--- config.mk ---
export PLATFORM = sky130hd
export DESIGN_NAME = turn_signal_sequencer_flat
export DESIGN_NICKNAME = d
export VERILOG_FILES = /design/src/rtl/tss_pkg.sv /design/src/rtl/tss_intf.sv /design/src/rtl/tss_csr.sv /design/src/rtl/tss_core.sv /design/src/rtl/turn_signal_sequencer.sv /design/src/flat_wrapper.sv
export SDC_FILE = /design/constraint.sdc
export NUM_CORES = 1
export LEC_CHECK = 0
export BUFFER_PORTS_ARGS = -buffer_cell sky130_fd_sc_hd__buf_4
export CORE_MARGIN = 5
export CORE_UTILIZATION = 61
export CTS_CLUSTER_DIAMETER = 100
export CTS_CLUSTER_SIZE = 20
export DETAILED_ROUTE_END_ITERATION = 8
export PLACE_DENSITY = 0.79
export SLEW_MARGIN = 20
export SYNTH_ARGS = -nofsm -noshare
export SYNTH_HDL_FRONTEND = slang
export SYNTH_SLANG_ARGS = --single-unit
--- constraint.sdc ---
create_clock -name clock -period 4.5 [get_ports clock]
set_input_delay 0.9 -clock clock [delete_from_list [all_inputs] [get_ports clock]]
set_output_delay 0.9 -clock clock [all_outputs]
set_load 0.02 [all_outputs]
--- src/rtl/tss_pkg.sv ---
`default_nettype none

package tss_pkg;

   localparam int CsrIndexWidth = 3;
   localparam int CsrDataWidth  = 16;

   // register reset values
   localparam int          AdcThresholdReset   = 450;
   localparam logic [7:0]  DutyHighReset       = 8'd204;
   localparam logic [7:0]  DutyLowReset        = 8'd77;
   localparam logic [7:0]  SampleIntervalReset = 8'd50;
   localparam logic [15:0] SequencePeriodReset = 16'd250;
   localparam logic [15:0] HazardPeriodReset   = 16'd500;

   typedef enum logic [CsrIndexWidth-1:0] {
      CSR_ADC_THRESHOLD   = 3'd0,
      CSR_DUTY_HIGH       = 3'd1,
      CSR_DUTY_LOW        = 3'd2,
      CSR_SAMPLE_INTERVAL = 3'd3,
      CSR_SEQUENCE_PERIOD = 3'd4,
      CSR_HAZARD_PERIOD   = 3'd5
   } csr_index_type;

   typedef enum logic [1:0] {
      MODE_IDLE   = 2'd0,
      MODE_LEFT   = 2'd1,
      MODE_RIGHT  = 2'd2,
      MODE_HAZARD = 2'd3
   } mode_type;

   // everything but the threshold, whose width follows the adc
   typedef struct packed {
      logic [7:0]  duty_high;
      logic [7:0]  duty_low;
      logic [7:0]  sample_interval;
      logic [15:0] sequence_period;
      logic [15:0] hazard_period;
   } cfg_type;

   typedef struct packed {
      logic [2:0] left_leds;
      logic [2:0] right_leds;
      logic [7:0] pwm_duty;
   } result_type;

endpackage

`default_nettype wire

--- src/rtl/tss_intf.sv ---
`default_nettype none

interface tss_req_intf #(parameter int ADC_WIDTH = 10);
   logic                 valid;
   logic                 ready;
   logic                 hazard_btn_n;
   logic                 left_btn_n;
   logic                 right_btn_n;
   logic [ADC_WIDTH-1:0] light_sample;

   modport source (output valid, hazard_btn_n, left_btn_n, right_btn_n, light_sample,
                   input ready);
   modport sink   (input valid, hazard_btn_n, left_btn_n, right_btn_n, light_sample,
                   output ready);
endinterface

interface tss_rsp_intf;
   logic       valid;
   logic       ready;
   logic [2:0] left_leds;
   logic [2:0] right_leds;
   logic [7:0] pwm_duty;

   modport source (output valid, left_leds, right_leds, pwm_duty, input ready);
   modport sink   (input valid, left_leds, right_leds, pwm_duty, output ready);
endinterface

interface tss_csr_intf;
   import tss_pkg::*;
   logic                     valid;
   logic                     ready;
   logic [CsrIndexWidth-1:0] index;
   logic [CsrDataWidth-1:0]  data;

   modport source (output valid, index, data, input ready);
   modport sink   (input valid, index, data, output ready);
endinterface

`default_nettype wire

--- src/rtl/tss_csr.sv ---
`default_nettype none

module tss_csr import tss_pkg::*; #(
   parameter int ADC_WIDTH = 10
) (
   input  wire logic                     clock,
   input  wire logic                     reset,
   input  wire logic                     wr_en,
   input  wire logic [CsrIndexWidth-1:0] wr_index,
   input  wire logic [CsrDataWidth-1:0]  wr_data,
   output logic      [ADC_WIDTH-1:0]     adc_threshold,
   output cfg_type                       cfg
);

   localparam logic [ADC_WIDTH-1:0] ThresholdReset = ADC_WIDTH'(AdcThresholdReset);

   logic [ADC_WIDTH-1:0] threshold_ff;
   cfg_type              cfg_ff;

   always_ff @(posedge clock) begin
      if (reset) begin
         threshold_ff           <= ThresholdReset;
         cfg_ff.duty_high       <= DutyHighReset;
         cfg_ff.duty_low        <= DutyLowReset;
         cfg_ff.sample_interval <= SampleIntervalReset;
         cfg_ff.sequence_period <= SequencePeriodReset;
         cfg_ff.hazard_period   <= HazardPeriodReset;
      end else if (wr_en) begin
         unique case (csr_index_type'(wr_index))
            CSR_ADC_THRESHOLD:   threshold_ff           <= wr_data[ADC_WIDTH-1:0];
            CSR_DUTY_HIGH:       cfg_ff.duty_high       <= wr_data[7:0];
            CSR_DUTY_LOW:        cfg_ff.duty_low        <= wr_data[7:0];
            CSR_SAMPLE_INTERVAL: cfg_ff.sample_interval <= wr_data[7:0];
            CSR_SEQUENCE_PERIOD: cfg_ff.sequence_period <= wr_data[15:0];
            CSR_HAZARD_PERIOD:   cfg_ff.hazard_period   <= wr_data[15:0];
            default: ;
         endcase
      end
   end

   assign adc_threshold = threshold_ff;
   assign cfg           = cfg_ff;

endmodule

`default_nettype wire

--- src/rtl/tss_core.sv ---
`default_nettype none

module tss_core import tss_pkg::*; #(
   parameter int ADC_WIDTH = 10
) (
   input  wire logic                 clock,
   input  wire logic                 reset,
   input  wire logic                 tick,
   input  wire logic                 hazard_btn_n,
   input  wire logic                 left_btn_n,
   input  wire logic                 right_btn_n,
   input  wire logic [ADC_WIDTH-1:0] light_sample,
   input  wire logic [ADC_WIDTH-1:0] adc_threshold,
   input  wire cfg_type              cfg,
   output result_type                result
);

   logic [7:0]  sample_timer_ff,  sample_timer_in;
   logic [15:0] blink_timer_ff,   blink_timer_in;
   mode_type    last_code_ff,     last_code_in;
   mode_type    selected_mode_ff, selected_mode_in;
   mode_type    previous_mode_ff, previous_mode_in;
   logic [1:0]  step_count_ff,    step_count_in;
   logic        hazard_phase_ff,  hazard_phase_in;
   logic [2:0]  left_lamps_ff,    left_lamps_in;
   logic [2:0]  right_lamps_ff,   right_lamps_in;
   logic [7:0]  duty_value_ff,    duty_value_in;

   always_comb begin
      mode_type   code;
      logic [2:0] lamps;
      logic       seq_due;

      sample_timer_in  = sample_timer_ff + 8'd1;
      blink_timer_in   = blink_timer_ff + 16'd1;
      last_code_in     = last_code_ff;
      selected_mode_in = selected_mode_ff;
      previous_mode_in = previous_mode_ff;
      step_count_in    = step_count_ff;
      hazard_phase_in  = hazard_phase_ff;
      left_lamps_in    = left_lamps_ff;
      right_lamps_in   = right_lamps_ff;
      duty_value_in    = duty_value_ff;
      code             = MODE_IDLE;
      lamps            = 3'd0;

      // equal sample keeps the old duty
      if (light_sample > adc_threshold) begin
         duty_value_in = cfg.duty_high;
      end else if (light_sample < adc_threshold) begin
         duty_value_in = cfg.duty_low;
      end

      if (sample_timer_in > cfg.sample_interval) begin
         sample_timer_in = 8'd0;
         priority if (!hazard_btn_n) begin
            code = MODE_HAZARD;
         end else if (!left_btn_n) begin
            code = MODE_LEFT;
         end else if (!right_btn_n) begin
            code = MODE_RIGHT;
         end else begin
            code = MODE_IDLE;
         end
         if (code != last_code_ff) begin
            last_code_in = code;
            if (code != MODE_IDLE) begin
               selected_mode_in = (code == selected_mode_ff) ? MODE_IDLE : code;
            end
         end
      end

      if (selected_mode_in != previous_mode_ff) begin
         left_lamps_in  = 3'd0;
         right_lamps_in = 3'd0;
      end
      if (selected_mode_in != MODE_IDLE) begin
         previous_mode_in = selected_mode_in;
      end

      seq_due = (blink_timer_in >= cfg.sequence_period);
      unique case (selected_mode_in)
         MODE_HAZARD: begin
            if (blink_timer_in >= cfg.hazard_period) begin
               blink_timer_in  = 16'd0;
               left_lamps_in   = {3{~hazard_phase_ff}};
               right_lamps_in  = {3{~hazard_phase_ff}};
               hazard_phase_in = ~hazard_phase_ff;
            end
         end
         MODE_LEFT, MODE_RIGHT: begin
            if (seq_due) begin
               blink_timer_in = 16'd0;
               lamps = (selected_mode_in == MODE_LEFT) ? left_lamps_in : right_lamps_in;
               // shared step: light one more lamp, then clear on the fourth
               if (step_count_ff != 2'd3) begin
                  lamps         = lamps | (3'd1 << step_count_ff);
                  step_count_in = step_count_ff + 2'd1;
               end else begin
                  lamps         = 3'd0;
                  step_count_in = 2'd0;
               end
               if (selected_mode_in == MODE_LEFT) begin
                  left_lamps_in = lamps;
               end else begin
                  right_lamps_in = lamps;
               end
            end
         end
         MODE_IDLE: ;
         default: ;
      endcase
   end

   always_ff @(posedge clock) begin
      if (reset) begin
         sample_timer_ff  <= 8'd0;
         blink_timer_ff   <= 16'd0;
         last_code_ff     <= MODE_IDLE;
         selected_mode_ff <= MODE_IDLE;
         previous_mode_ff <= MODE_IDLE;
         step_count_ff    <= 2'd0;
         hazard_phase_ff  <= 1'b0;
         left_lamps_ff    <= 3'd0;
         right_lamps_ff   <= 3'd0;
         duty_value_ff    <= 8'd0;
      end else if (tick) begin
         sample_timer_ff  <= sample_timer_in;
         blink_timer_ff   <= blink_timer_in;
         last_code_ff     <= last_code_in;
         selected_mode_ff <= selected_mode_in;
         previous_mode_ff <= previous_mode_in;
         step_count_ff    <= step_count_in;
         hazard_phase_ff  <= hazard_phase_in;
         left_lamps_ff    <= left_lamps_in;
         right_lamps_ff   <= right_lamps_in;
         duty_value_ff    <= duty_value_in;
      end
   end

   // next outputs, captured by the result register on the same edge
   assign result.left_leds  = left_lamps_in;
   assign result.right_leds = right_lamps_in;
   assign result.pwm_duty   = duty_value_in;

endmodule

`default_nettype wire

--- src/rtl/turn_signal_sequencer.sv ---
// latency: the result of a tick beat is valid in the cycle after the beat is accepted
// throughput: one tick beat per cycle if rsp ready; the result register frees as taken
// the state update and the compares are one pass of logic before the result register
// reset: synchronous, clears core state and lamps, csr registers take their defaults
`default_nettype none

module turn_signal_sequencer import tss_pkg::*; #(
   parameter int ADC_WIDTH = 10
) (
   input  wire logic clock,
   input  wire logic reset,
   tss_req_intf.sink   req_if,
   tss_rsp_intf.source rsp_if,
   tss_csr_intf.sink   csr_if
);

   logic                 req_take;
   logic [ADC_WIDTH-1:0] adc_threshold;
   cfg_type              cfg;
   result_type           result_next;
   result_type           result_ff;
   logic                 rsp_valid_ff;

   assign csr_if.ready = 1'b1;

   tss_csr #(.ADC_WIDTH(ADC_WIDTH)) u_csr (
      .clock         (clock),
      .reset         (reset),
      .wr_en         (csr_if.valid),
      .wr_index      (csr_if.index),
      .wr_data       (csr_if.data),
      .adc_threshold (adc_threshold),
      .cfg           (cfg)
   );

   // a new beat goes in when no result is held or the held result leaves on the same edge
   assign req_if.ready = !rsp_valid_ff || rsp_if.ready;
   assign req_take     = req_if.valid && req_if.ready;

   tss_core #(.ADC_WIDTH(ADC_WIDTH)) u_core (
      .clock         (clock),
      .reset         (reset),
      .tick          (req_take),
      .hazard_btn_n  (req_if.hazard_btn_n),
      .left_btn_n    (req_if.left_btn_n),
      .right_btn_n   (req_if.right_btn_n),
      .light_sample  (req_if.light_sample[ADC_WIDTH-1:0]),
      .adc_threshold (adc_threshold),
      .cfg           (cfg),
      .result        (result_next)
   );

   always_ff @(posedge clock) begin
      if (reset) begin
         rsp_valid_ff <= 1'b0;
      end else if (req_take) begin
         rsp_valid_ff <= 1'b1;
      end else if (rsp_if.ready) begin
         rsp_valid_ff <= 1'b0;
      end
   end

   always_ff @(posedge clock) begin
      if (req_take) begin
         result_ff <= result_next;
      end
   end

   assign rsp_if.valid      = rsp_valid_ff;
   assign rsp_if.left_leds  = result_ff.left_leds;
   assign rsp_if.right_leds = result_ff.right_leds;
   assign rsp_if.pwm_duty   = result_ff.pwm_duty;

endmodule

`default_nettype wire
--- src/flat_wrapper.sv ---
// flat-port wrapper written by rule: the top's interface ports become plain ports
module turn_signal_sequencer_flat import tss_pkg::*;
#(
   parameter int ADC_WIDTH = 10
)
  (clock, reset, req_if_valid, req_if_hazard_btn_n, req_if_left_btn_n, req_if_right_btn_n, req_if_light_sample, req_if_ready, rsp_if_valid, rsp_if_left_leds, rsp_if_right_leds, rsp_if_pwm_duty, rsp_if_ready, csr_if_valid, csr_if_index, csr_if_data, csr_if_ready);
  tss_req_intf #(.ADC_WIDTH(ADC_WIDTH)) req_if_i ();
  tss_rsp_intf rsp_if_i ();
  tss_csr_intf csr_if_i ();
  input  wire logic clock;
  input  wire logic reset;
  input wire logic [$bits(req_if_i.valid)-1:0] req_if_valid;
  input wire logic [$bits(req_if_i.hazard_btn_n)-1:0] req_if_hazard_btn_n;
  input wire logic [$bits(req_if_i.left_btn_n)-1:0] req_if_left_btn_n;
  input wire logic [$bits(req_if_i.right_btn_n)-1:0] req_if_right_btn_n;
  input wire logic [$bits(req_if_i.light_sample)-1:0] req_if_light_sample;
  output wire logic [$bits(req_if_i.ready)-1:0] req_if_ready;
  output wire logic [$bits(rsp_if_i.valid)-1:0] rsp_if_valid;
  output wire logic [$bits(rsp_if_i.left_leds)-1:0] rsp_if_left_leds;
  output wire logic [$bits(rsp_if_i.right_leds)-1:0] rsp_if_right_leds;
  output wire logic [$bits(rsp_if_i.pwm_duty)-1:0] rsp_if_pwm_duty;
  input wire logic [$bits(rsp_if_i.ready)-1:0] rsp_if_ready;
  input wire logic [$bits(csr_if_i.valid)-1:0] csr_if_valid;
  input wire logic [$bits(csr_if_i.index)-1:0] csr_if_index;
  input wire logic [$bits(csr_if_i.data)-1:0] csr_if_data;
  output wire logic [$bits(csr_if_i.ready)-1:0] csr_if_ready;
  assign req_if_i.valid = req_if_valid;
  assign req_if_i.hazard_btn_n = req_if_hazard_btn_n;
  assign req_if_i.left_btn_n = req_if_left_btn_n;
  assign req_if_i.right_btn_n = req_if_right_btn_n;
  assign req_if_i.light_sample = req_if_light_sample;
  assign req_if_ready = req_if_i.ready;
  assign rsp_if_valid = rsp_if_i.valid;
  assign rsp_if_left_leds = rsp_if_i.left_leds;
  assign rsp_if_right_leds = rsp_if_i.right_leds;
  assign rsp_if_pwm_duty = rsp_if_i.pwm_duty;
  assign rsp_if_i.ready = rsp_if_ready;
  assign csr_if_i.valid = csr_if_valid;
  assign csr_if_i.index = csr_if_index;
  assign csr_if_i.data = csr_if_data;
  assign csr_if_ready = csr_if_i.ready;
  turn_signal_sequencer #(.ADC_WIDTH(ADC_WIDTH)) u_core (.clock(clock), .reset(reset), .req_if(req_if_i), .rsp_if(rsp_if_i), .csr_if(csr_if_i));
endmodule
### Word-level counts from Yosys, hierarchy flattened

Index checks and enable logic that the tools add are counted.

* register bits after elaboration: 128
* input port bits: 37
* logic and storage cells: 90
* output and inout port bits: 17

* muxes and demuxes: 29
* reduce and logical (&&, ||, !) cells: 18
* equality and inequality tests: 12
* $add $sub $neg: 3
* bitwise gates (word level): 2
* shifts and indexed selects: 1
* order comparisons: 5

Operators by type and width (number)
* $ge 16x16->1: 2
* $mux 16: 2
* $pmux 16 s2: 1
* $mux 3: 10
* $mux 8: 3
* $mux 2: 9
* $add 16x1->16 const B: 1
* $reduce_and 2->1: 7
* $pmux 3 s2: 2
* $gt 10x10->1: 1
* $lt 10x10->1: 1
* $reduce_and 3->1: 3
* $add 8x1->8 const B: 1
* $gt 8x8->1: 1
* $eq 3x2->1 const B: 2
* $eq 3x3->1 const B: 2
* $reduce_bool 2->1: 3
* $eq 2x2->1 const B: 2
* $ne 2x2->1: 2
* $eq 3x1->1 const B: 1
* $logic_not 3->1: 1
* $or 3x3->3: 1
* $shl 1x2->3 const A: 1
* $add 2x1->2 const B: 1
* 9 further kinds: 10

### Depth between registers and ports, before layout

Gate-level depths: netlist of the first run.

* word-level depth: 17
* depth in mapped cells: 17
* depth with buffers taken out: 17

### Cells and area by module

A second synthesis of the first run with hierarchy kept.

* cell total of the unflattened synthesis: 858
* area, all modules: 7578.5 µm²

By module, submodules not included
* tss_core: area an instance 4443.0 µm², seq. area each 940.9 µm², cells an instance 586, times used 1
* tss_csr: area an instance 2648.8 µm², seq. area each 1321.3 µm², cells an instance 251, times used 1
* turn_signal_sequencer: area an instance 486.7 µm², seq. area each 440.4 µm², cells an instance 21, times used 1

### Least setup slack after synthesis of the first run

Ideal clock, no wire load.

* path type: register -> register
* from: reg u_core.u_core.sample_timer_ff[2]
* to: reg u_core.u_core.blink_timer_ff[5]
* setup time: 0.120 ns
* clock period less this slack: 3.835 ns
* stages on the path, launching flop included: 18
* slack: 0.665 ns
* path buffers: 1
* data required time: 4.380 ns
* arrival time: 3.715 ns
* cell sequence: dfxtp_1 -> and3_1 -> and3_1 -> nand3_1 -> xnor2_1 -> ha_1 -> nand4_1 -> a21o_1 -> a21oi_1 -> nand3_1 -> a32oi_1 -> inv_1 -> ha_1 -> nor2b_1 -> a221oi_4 -> buf_4 -> nor3_1 -> a211o_1

* longest elaborated chain between the ends: 6
* elaborated cells between the ends (all ways): 8
* classes of those cells: add/sub (1); order compare (1); eq/ne (3); mux (2); reduce/logical (1)

RTL lines
* start: declaration: line tss_core.sv:18 `logic [7:0] sample_timer_ff, sample_timer_in;`
* start signal: assignment: line tss_core.sv:128 `sample_timer_ff <= sample_timer_in;`
* $add 8x1->8 *: line tss_core.sv:34 `sample_timer_in = sample_timer_ff + 8'd1;`
* $gt 8x8->1 *: line tss_core.sv:54 `if (sample_timer_in > cfg.sample_interval) begin`
* $mux 2 *: line tss_core.sv:54
* net u_core.u_core.selected_mode_in[0]: line tss_core.sv:21 `mode_type selected_mode_ff, selected_mode_in;`
* $eq 2x1->1 or $eq 2x2->1 (tied branches): line tss_core.sv:82 `unique case (selected_mode_in)`
* $reduce_or 2->1: line tss_core.sv:82
* $pmux 16 s2 *: line tss_core.sv:82
* end signal: assignment: line tss_core.sv:129 `blink_timer_ff <= blink_timer_in;`
* end: declaration: line tss_core.sv:19 `logic [15:0] blink_timer_ff, blink_timer_in;`

The timed path passes the listed nets; every way through them passes the cells marked *.
A chain may end at the register's enable or synchronous reset.

### Final worst setup path of the first run

* from: reg u_core.u_core.sample_timer_ff[2]
* to: reg u_core.u_core.blink_timer_ff[3]

The elaborated chain is that of the path after synthesis.

==> flow_summary.json, run 1 <==
{
  "antenna_found_initial": 0,
  "power_density_nw_per_um2": 344,
  "rsz0062_at_grt": "false",
  "finClkSkew_ns": 0.00851,
  "cts_tree": "done",
  "grt-ovfl-total": 0,
  "yosysMostFrequentCell": "nand2_1",
  "syn_to_final_growth_pct": 14.2,
  "core-area_sq_um": 11900,
  "worst_pin_slew_ns": 1.09,
  "synth_edf_count": 14,
  "clk_latency_ns": 0.44,
  "power.total_uw": 2870,
  "cts_setup_buffers": 0,
  "first_global_vias": 6185,
  "start_util": 0.615,
  "status": "finished clean",
  "wirelength_mm": 17.7,
  "grt_usage": 0.254,
  "cts_sinks": 128,
  "crit_required_ns": 4.82,
  "clk_pin_slew_worst_paths_ns": 0.06,
  "ir_drop_uv": 276,
  "post-dp-hpwl_mm": 12.4,
  "synthTopCellsByArea": "dfxtp_1 (31%), ha_1 (9.8%), nand2_1 (7.4%)",
  "fin_setup_tns_ns": 0,
  "diodes": 0,
  "min_path_type": "flip-flop to flip-flop",
  "final_nets": 1006,
  "yosysTopAreaCell": "dfxtp_1",
  "final_max_slew_viol_count": 0,
  "dieArea_sq_um": 14200,
  "power.leakage_uw": 0.00357,
  "fp.dieW_microns": 119,
  "drive_gt1_frac": 0.129,
  "crit_type": "flip-flop to flip-flop",
  "drt-pass1-iter-count": 5,
  "cap_violations": 0,
  "ys_warn_count": 0,
  "synth_top_area_share": 0.313,
  "crit_arrival_ns": 4.48,
  "cts_buffers": 17,
  "syn-cell-area_sq_um": 7300,
  "max_freq_ghz": 0.240,
  "route.vias.total": 6382,
  "grt_pass1_wl_mm": 29.3,
  "portBuffers": 52,
  "fin_crit_ns": 4.16,
  "clockBufferDepth": 2,
  "slew_headroom": 0.271,
  "finalSetupViolCount": 0,
  "ys_seq_elements": 128,
  "async_flop_share": 0,
  "finalInstanceArea_sq_um": 8340,
  "drc": 0,
  "synth_area_per_cell_sq_um": 8.35,
  "antenna_left": 0,
  "cp-end-kind": "flip-flop",
  "period_share": 0.925,
  "synthFlopType": "dfxtp_1",
  "path_max_fanout": 14,
  "synth_cells": 874,
  "vias_per_cell": 5.95,
  "synthTopCellsByCount": "nand2_1 (144), dfxtp_1 (114), a21oi_1 (67)",
  "final-hold-violation-count": 0,
  "num_rows": 40,
  "cts-htree-levels": 4,
  "grt_max_degree": 80,
  "routedWlPerCell_microns": 16.6,
  "ios": 54,
  "dpl_cell_area_sq_um": 7750,
  "synth_cell_type_count": 60,
  "start_kind": "flip-flop",
  "cts_root_buf": "clkbuf_16",
  "yosysSeqAreaShare": 0.370,
  "synth_nets": 968,
  "die_y_microns": 119,
  "dr.first_iter.drc_count": 479,
  "place.gp.congestion": 0.864
}
==> cell type report <==
| cell class | instances | area (sq um) |
|---|---|---|
| clock buffer | 19 | 443 |
| clock inverter | 13 | 136 |
| fill | 905 | 3520 |
| inverter | 66 | 248 |
| multi-input combinational | 640 | 4180 |
| sequential | 128 | 2700 |
| tap | 147 | 184 |
| timing repair buffer | 59 | 443 |
==> metal layers <==
metal  up-vias  wire, microns  track usage
met3        48           1070       0.0537
met4         0            541        0.130
met2       206           8560        0.423
met5         -              0            0
met1      2987           7580        0.310
li1       3141              -            -
==> sequential cells by signal, summed over array words and instances (netlist names), 3 cells and up <==
name,count
u_core.u_core.duty_value_ff,8
u_core.u_csr.adc_threshold,10
u_core.rsp_if.right_leds,3
u_core.u_core.right_lamps_ff,3
u_core.rsp_if.left_leds,3
u_core.u_core.left_lamps_ff,3
u_core.u_csr.cfg,56
u_core.rsp_if.pwm_duty,8
u_core.u_core.blink_timer_ff,16
u_core.u_core.sample_timer_ff,8
==> kinds of logic after synthesis <==
group	after synthesis	share of synthesized area
buffers and inverters	106	0.0581
AOI/OAI and AO/OA	199	0.182
other	1	0.000514
xor gates and xnor gates	21	0.0252
and+or+nand+nor	336	0.227
adders and majority gates	57	0.0977
DFF	128	0.370
muxes	26	0.0384
==> cell usage in the layout, fill, tap and decap left out, types with 19 or more instances in the layout <==
| master | n |
|---|---|
| ha_1 | 57 |
| dfxtp_1 | 114 |
| a21oi_1 | 67 |
| o21ai_0 | 27 |
| nand2_1 | 144 |
| nand3_1 | 32 |
| buf_4 | 59 |
| a211oi_1 | 19 |
| nor2_1 | 46 |
| inv_1 | 66 |
| nand3b_1 | 33 |
==> power breakdown <==
part           internal, uW  switching [uW]
Combinational           113             179
Sequential             1200            22.2
Clock                   829             533
Total                  2140             734
==> worst max-delay path, stage by stage (launching register included) <==
cell	delay, ns
dfxtp_1	0.42
and3_1	0.26
and3_1	0.25
nand3_1	0.11
xnor2_1	0.15
ha_1	0.31
nand4_1	0.16
a21o_1	0.21
a21oi_1	0.21
nand3_1	0.11
a32oi_2	0.25
inv_1	0.10
ha_1	0.31
nor2b_1	0.07
a221oi_4	0.59
nor2_2	0.23
a22o_1	0.29
==> metrics by stage <==
stage	hold WS (ns)	setup WS [ns]	utilization	std cells
after CTS	0.455	0.306	0.702	1072
after detailed placement	0.448	0.342	0.653	1040
final	0.453	0.339	0.703	1072
after global placement	0.444	0.538	0.653	1040
after floorplan	0.434	0.665	-	874
after global routing	0.476	0.0426	0.703	1072
==> timing repair <==
| item | 4_1_cts | 5_1_grt |
|---|---|---|
| resized for setup | 0 | 2 |
| endpoints found under the setup margin | 0 | 17 |
| hold buffers | 0 | 0 |
==> final timing paths <==
check | from | end | slack, ns | cells past startpoint
hold / removal | u_core.u_csr.cfg[39] | u_core.u_csr.cfg[39] | 0.45 | 2
hold reg to reg | u_core.u_csr.cfg[39] | u_core.u_csr.cfg[39] | 0.45 | 2
setup / recovery | u_core.u_core.sample_timer_ff[2] | u_core.u_core.blink_timer_ff[3] | 0.34 | 16
setup reg to reg | u_core.u_core.sample_timer_ff[2] | u_core.u_core.blink_timer_ff[3] | 0.34 | 16
No activity file was read; power rests on OpenSTA's default activity.
==> run 2: changes to the inputs <==
- CORE_UTILIZATION: 61 -> 60
- PLACE_DENSITY: 0.79 -> 0.78
==> flow_summary.json, run 2 (synthesis results as in run 1) <==
{
  "drc": 0,
  "met1_usage": 0.307,
  "grt_pass1_wl_mm": 30.9,
  "syn_to_final_growth_pct": 14.2,
  "finClkSkew_ns": 0.0143,
  "finalSetupViolCount": 0,
  "place.gp.congestion": 0.912,
  "grt-ovfl-total": 0,
  "p_sw_frac": 0.248,
  "ios": 54,
  "nFillCells": 952,
  "cts_setup_buffers": 0,
  "antenna_found_initial": 0,
  "min_path_type": "flip-flop to flip-flop",
  "postCtsResizedCells": 0,
  "diodes": 0,
  "cts_tree": "done",
  "wirelength_mm": 18.5,
  "cts_sinks": 128,
  "cts_buffers": 17,
  "core-area_sq_um": 12000,
  "cp_slowest_cell": "or3b_2",
  "fp.dieW_microns": 120,
  "final-hold-violation-count": 0,
  "power.leakage_uw": 0.00356,
  "status": "finished clean",
  "worst_pin_slew_ns": 1.06,
  "path_delay_family": "simple AND/OR/NAND/NOR gates",
  "final_nets": 1006,
  "combPwrFrac": 0.103,
  "power_frac_clock": 0.471,
  "final_max_slew_viol_count": 0,
  "cts-htree-levels": 4,
  "post-dp-hpwl_mm": 12.7,
  "clk_pin_slew_worst_paths_ns": 0.06,
  "dr.first_iter.drc_count": 460,
  "path_max_fanout": 8,
  "clockBufferDepth": 2,
  "layout_setup_ws_ns": 0.368,
  "mostFrequentLayoutCell": "nand2_1",
  "grt_usage": 0.264,
  "hold_buffers": 0,
  "die_y_microns": 120,
  "clk_latency_ns": 0.43,
  "instances_no_fill": 1072,
  "grt_use_met3": 0.0529,
  "num_rows": 40,
  "power.total_uw": 2860,
  "route.vias.total": 6476,
  "routedWlPerCell_microns": 17.3,
  "antenna_left": 0,
  "p_sw_uw": 709,
  "dp_slack_ns": 0.354,
  "crit_required_ns": 4.72,
  "crit_arrival_ns": 4.35,
  "path_cells": "and3_1 > and3_1 > nand3_1 > xnor2_1 > ha_1 > nand4_1 > a21o_1 > a21oi_1 > buf_4 > a32oi_2 > inv_1 > ha_1 > or3b_2 > nor2_1 > nor2_1 > o31ai_1",
  "cp-end-kind": "flip-flop",
  "ir_drop_uv": 276,
  "dp.cells": 1040,
  "cp_num_buf_inv": 2,
  "drt-pass1-iter-count": 5,
  "cap_violations": 0,
  "dieArea_sq_um": 14500,
  "p_seq_frac": 0.426,
  "crit_type": "flip-flop to flip-flop",
  "fin_crit_ns": 4.13,
  "first_global_vias": 6545,
  "largest_register_ffs": 56,
  "cts_root_buf": "clkbuf_16",
  "slew_headroom": 0.289,
  "cpPeakStageDelay_ns": 0.51,
  "power_density_nw_per_um2": 343,
  "grt_max_degree": 72,
  "layout_common_cells": "nand2_1 (144), dfxtp_1 (114), a21oi_1 (67)",
  "drive_gt1_frac": 0.126,
  "vias_per_cell": 6.04,
  "portBuffers": 52,
  "grt-busiest-layer": "met2",
  "start_util": 0.610,
  "grt.met2_usage": 0.474,
  "max_freq_ghz": 0.242,
  "period_share": 0.918,
  "p_int_uw": 2150,
  "start_kind": "flip-flop"
}
## run 2: through the flow
| step | utilization | setup TNS, ns | instance area [sq um] | hold WS [ns] |
|---|---|---|---|---|
| 4_1_cts | 0.696 | 0 | 8320 | 0.457 |
| 3_5_place_dp | 0.648 | 0 | 7750 | 0.450 |
| 6_report | 0.697 | 0 | 8330 | 0.456 |
| 2_1_floorplan | - | 0 | 7300 | 0.434 |
| 3_3_place_gp | 0.648 | 0 | 7750 | 0.443 |
| 5_1_grt | 0.697 | -0.00133 | 8330 | 0.477 |
## run 2: metal layers
layer	up-vias	wire, microns	part of all wire
met5	-	0	0
met1	3122	7850	0.42
met4	0	515	0.028
met3	50	824	0.044
met2	175	9340	0.50
li1	3129	-	-
## run 2: path summary, 6_finish.rpt
check,startpoint,end,slack (ns),cells past startpoint
max,u_core.u_core.sample_timer_ff[2],u_core.rsp_if.right_leds[1],0.37,16
min,u_core.u_csr.cfg[3],u_core.u_csr.cfg[3],0.46,2
max reg2reg,u_core.u_core.sample_timer_ff[2],u_core.rsp_if.right_leds[1],0.37,16
min reg2reg,u_core.u_csr.cfg[3],u_core.u_csr.cfg[3],0.46,2
## run 2: area by class of cell
class	count	area (sq um)	share of cell area
tap	147	184	0.0221
multi-input combinational	640	4180	0.502
clock buffer	22	464	0.0557
clock inverter	10	113	0.0135
timing repair buffer	59	443	0.0531
sequential	128	2700	0.324
inverter	66	248	0.0297
## run 2: worst register-to-register path: cells and delay by family (launching register included)
| kind | cells | cell delay, ns |
|---|---|---|
| XOR/XNOR | 1 | 0.16 |
| AND/OR/NAND/NOR | 7 | 1.77 |
| flip-flops | 1 | 0.42 |
| AO/OA/AOI/OAI | 4 | 0.65 |
| adder cells (fa/ha/maj) | 2 | 0.61 |
| buffers and inverters | 2 | 0.31 |
## run 2: power groups by stage
| stage | clock network (uW) | logic (uW) | registers (uW) |
|---|---|---|---|
| 2_1_floorplan | 0 | 179 | 1250 |
| 3_3_place_gp | 0 | 274 | 1240 |
| 3_5_place_dp | 0 | 288 | 1240 |
| 4_1_cts | 1360 | 292 | 1220 |
| 5_1_grt | 1420 | 323 | 1220 |
| 6_report | 1350 | 294 | 1220 |
==> run 3: changes to the inputs <==
- BUFFER_PORTS_ARGS: -buffer_cell sky130_fd_sc_hd__buf_4 -> default
- DONT_BUFFER_PORTS: default -> 1
- PLACE_DENSITY: 0.78 -> 0.74
==> flow_summary.json, run 3 (synthesis results as in run 1) <==
{
  "power_density_nw_per_um2": 370,
  "power.leakage_uw": 0.00335,
  "holdPathStages": 2,
  "crit_required_ns": 4.83,
  "r2r_slack_ns": 0.42,
  "hold_buffers": 0,
  "crit_type": "flip-flop to flip-flop",
  "dr.first_iter.drc_count": 502,
  "antenna_found_initial": 0,
  "largest_register_ffs": 56,
  "fp.dieW_microns": 120,
  "drt-pass1-iter-count": 5,
  "grt_pass1_wl_mm": 29.3,
  "reg2reg_to": "u_core.u_core.left_lamps_ff[1]",
  "cts_sinks": 128,
  "cap_violations": 0,
  "first_global_vias": 6127,
  "regToRegStartpoint": "u_core.u_core.sample_timer_ff[2]",
  "num_rows": 40,
  "cp_num_buf_inv": 2,
  "die_y_microns": 120,
  "multi_input_area_sq_um": 4180,
  "portBuffers": 0,
  "whs_endpoint": "u_core.u_csr.cfg[18]",
  "clockBufferDepth": 2,
  "final-hold-violation-count": 0,
  "path_cells": "and3_1 > and3_1 > nand3_1 > xnor2_1 > ha_1 > nand4_1 > a21o_1 > a21oi_1 > buf_4 > a32oi_2 > inv_1 > ha_1 > or3b_2 > o21ai_0 > o21ai_0 > o31ai_1",
  "drc": 0,
  "path_delay_family": "simple AND/OR/NAND/NOR gates",
  "ir_drop_uv": 454,
  "drive_gt1_frac": 0.0756,
  "period_share": 0.906,
  "grt-ovfl-total": 0,
  "cpPeakStageDelay_ns": 0.51,
  "antenna_left": 0,
  "start_util": 0.610,
  "diodes": 0,
  "slew_headroom": 0.250,
  "final_nets": 954,
  "vias_per_cell": 6.14,
  "post-dp-hpwl_mm": 12.2,
  "layout_common_cells": "nand2_1 (144), dfxtp_1 (114), a21oi_1 (67)",
  "min_path_type": "flip-flop to flip-flop",
  "worst_pin_slew_ns": 1.12,
  "cts_tree": "done",
  "start_kind": "flip-flop",
  "clk_pin_slew_worst_paths_ns": 0.06,
  "cts_buffers": 17,
  "cts_root_buf": "clkbuf_16",
  "syn_to_final_growth_pct": 9.93,
  "postCtsResizedCells": 0,
  "finalInstanceArea_sq_um": 8020,
  "mostFrequentLayoutCell": "nand2_1",
  "fin_setup_tns_ns": 0,
  "fin_crit_ns": 4.08,
  "route.vias.total": 6267,
  "cp_slowest_cell": "or3b_2",
  "utilization": 0.671,
  "finalSetupViolCount": 0,
  "dieArea_sq_um": 14500,
  "cp-end-kind": "flip-flop",
  "final_max_slew_viol_count": 0,
  "crit_arrival_ns": 4.41,
  "min-delay-start": "u_core.u_csr.cfg[18]",
  "grt_usage": 0.250,
  "wirelength_mm": 17.5,
  "place.gp.congestion": 0.870,
  "finClkSkew_ns": 0.00602,
  "cts-htree-levels": 4,
  "path_max_fanout": 8,
  "grt_max_degree": 119,
  "dpl_cell_area_sq_um": 7360,
  "ff_latch_area_sq_um": 2700,
  "max_freq_ghz": 0.245,
  "r2r_cells": 16,
  "core-area_sq_um": 12000,
  "hold_ws_ns": 0.458,
  "clk_latency_ns": 0.42,
  "routedWlPerCell_microns": 17.2,
  "cts_setup_buffers": 0,
  "rsz0062_at_grt": "false",
  "ios": 54,
  "status": "finished clean",
  "nFillCells": 944
}
==> run 3: power by group <==
part | internal, uW | total (uW) | switching [uW]
sequential | 1200 | 1230 | 35.0
clock | 1020 | 1530 | 505
combinational | 82.0 | 209 | 127
total | 2300 | 2970 | 667
==> run 3: routing by layer <==
layer / track usage / share of wire
met1: 0.307 / 0.43
met3: 0.0645 / 0.064
met4: 0.0942 / 0.023
met5: 0 / 0
met2: 0.422 / 0.49
==> run 3: area by class of cell <==
| class | instances | area share |
|---|---|---|
| clock buffer | 21 | 0.0588 |
| clock inverter | 11 | 0.0228 |
| inverter | 66 | 0.0309 |
| multi-input combinational | 640 | 0.521 |
| sequential | 128 | 0.337 |
| tap | 147 | 0.0229 |
| timing repair buffer | 7 | 0.00655 |
==> run 3: stage by stage <==
stage                     worst slack (ns)  total power, uW  std cells
after floorplan                      0.665             1430        874
after global placement               0.557             1450        988
after detailed placement             0.378             1460        988
after CTS                            0.344             2980       1020
after global routing                0.0369             3070       1020
final                                0.423             2970       1020
==> run 3: worst reg2reg max path, cell delays in order (launching register included) <==
cell and delay [ns]:
dfxtp_1 0.42, and3_1 0.25, and3_1 0.26, nand3_1 0.12, xnor2_1 0.16, ha_1 0.32
nand4_1 0.14, a21o_1 0.20, a21oi_1 0.20, buf_4 0.19, a32oi_2 0.14, inv_1 0.12
ha_1 0.29, or3b_2 0.51, o21ai_0 0.42, o21ai_0 0.18, o31ai_1 0.09
==> run 3: how the worst max path moves through the flow <==
stage	startpoint	endpoint	slack, ns	cells past startpoint
6_report	u_core.u_core.sample_timer_ff[2]	u_core.u_core.left_lamps_ff[1]	0.42	16
4_1_cts	u_core.u_core.sample_timer_ff[2]	u_core.rsp_if.right_leds[1]	0.34	18
3_5_place_dp	u_core.u_core.sample_timer_ff[2]	u_core.rsp_if.right_leds[1]	0.38	18
5_1_grt	u_core.u_core.sample_timer_ff[2]	u_core.u_core.right_lamps_ff[1]	0.04	18
3_3_place_gp	u_core.u_core.sample_timer_ff[2]	u_core.rsp_if.right_leds[1]	0.56	18
2_1_floorplan	u_core.u_core.sample_timer_ff[2]	u_core.u_core.blink_timer_ff[5]	0.67	17
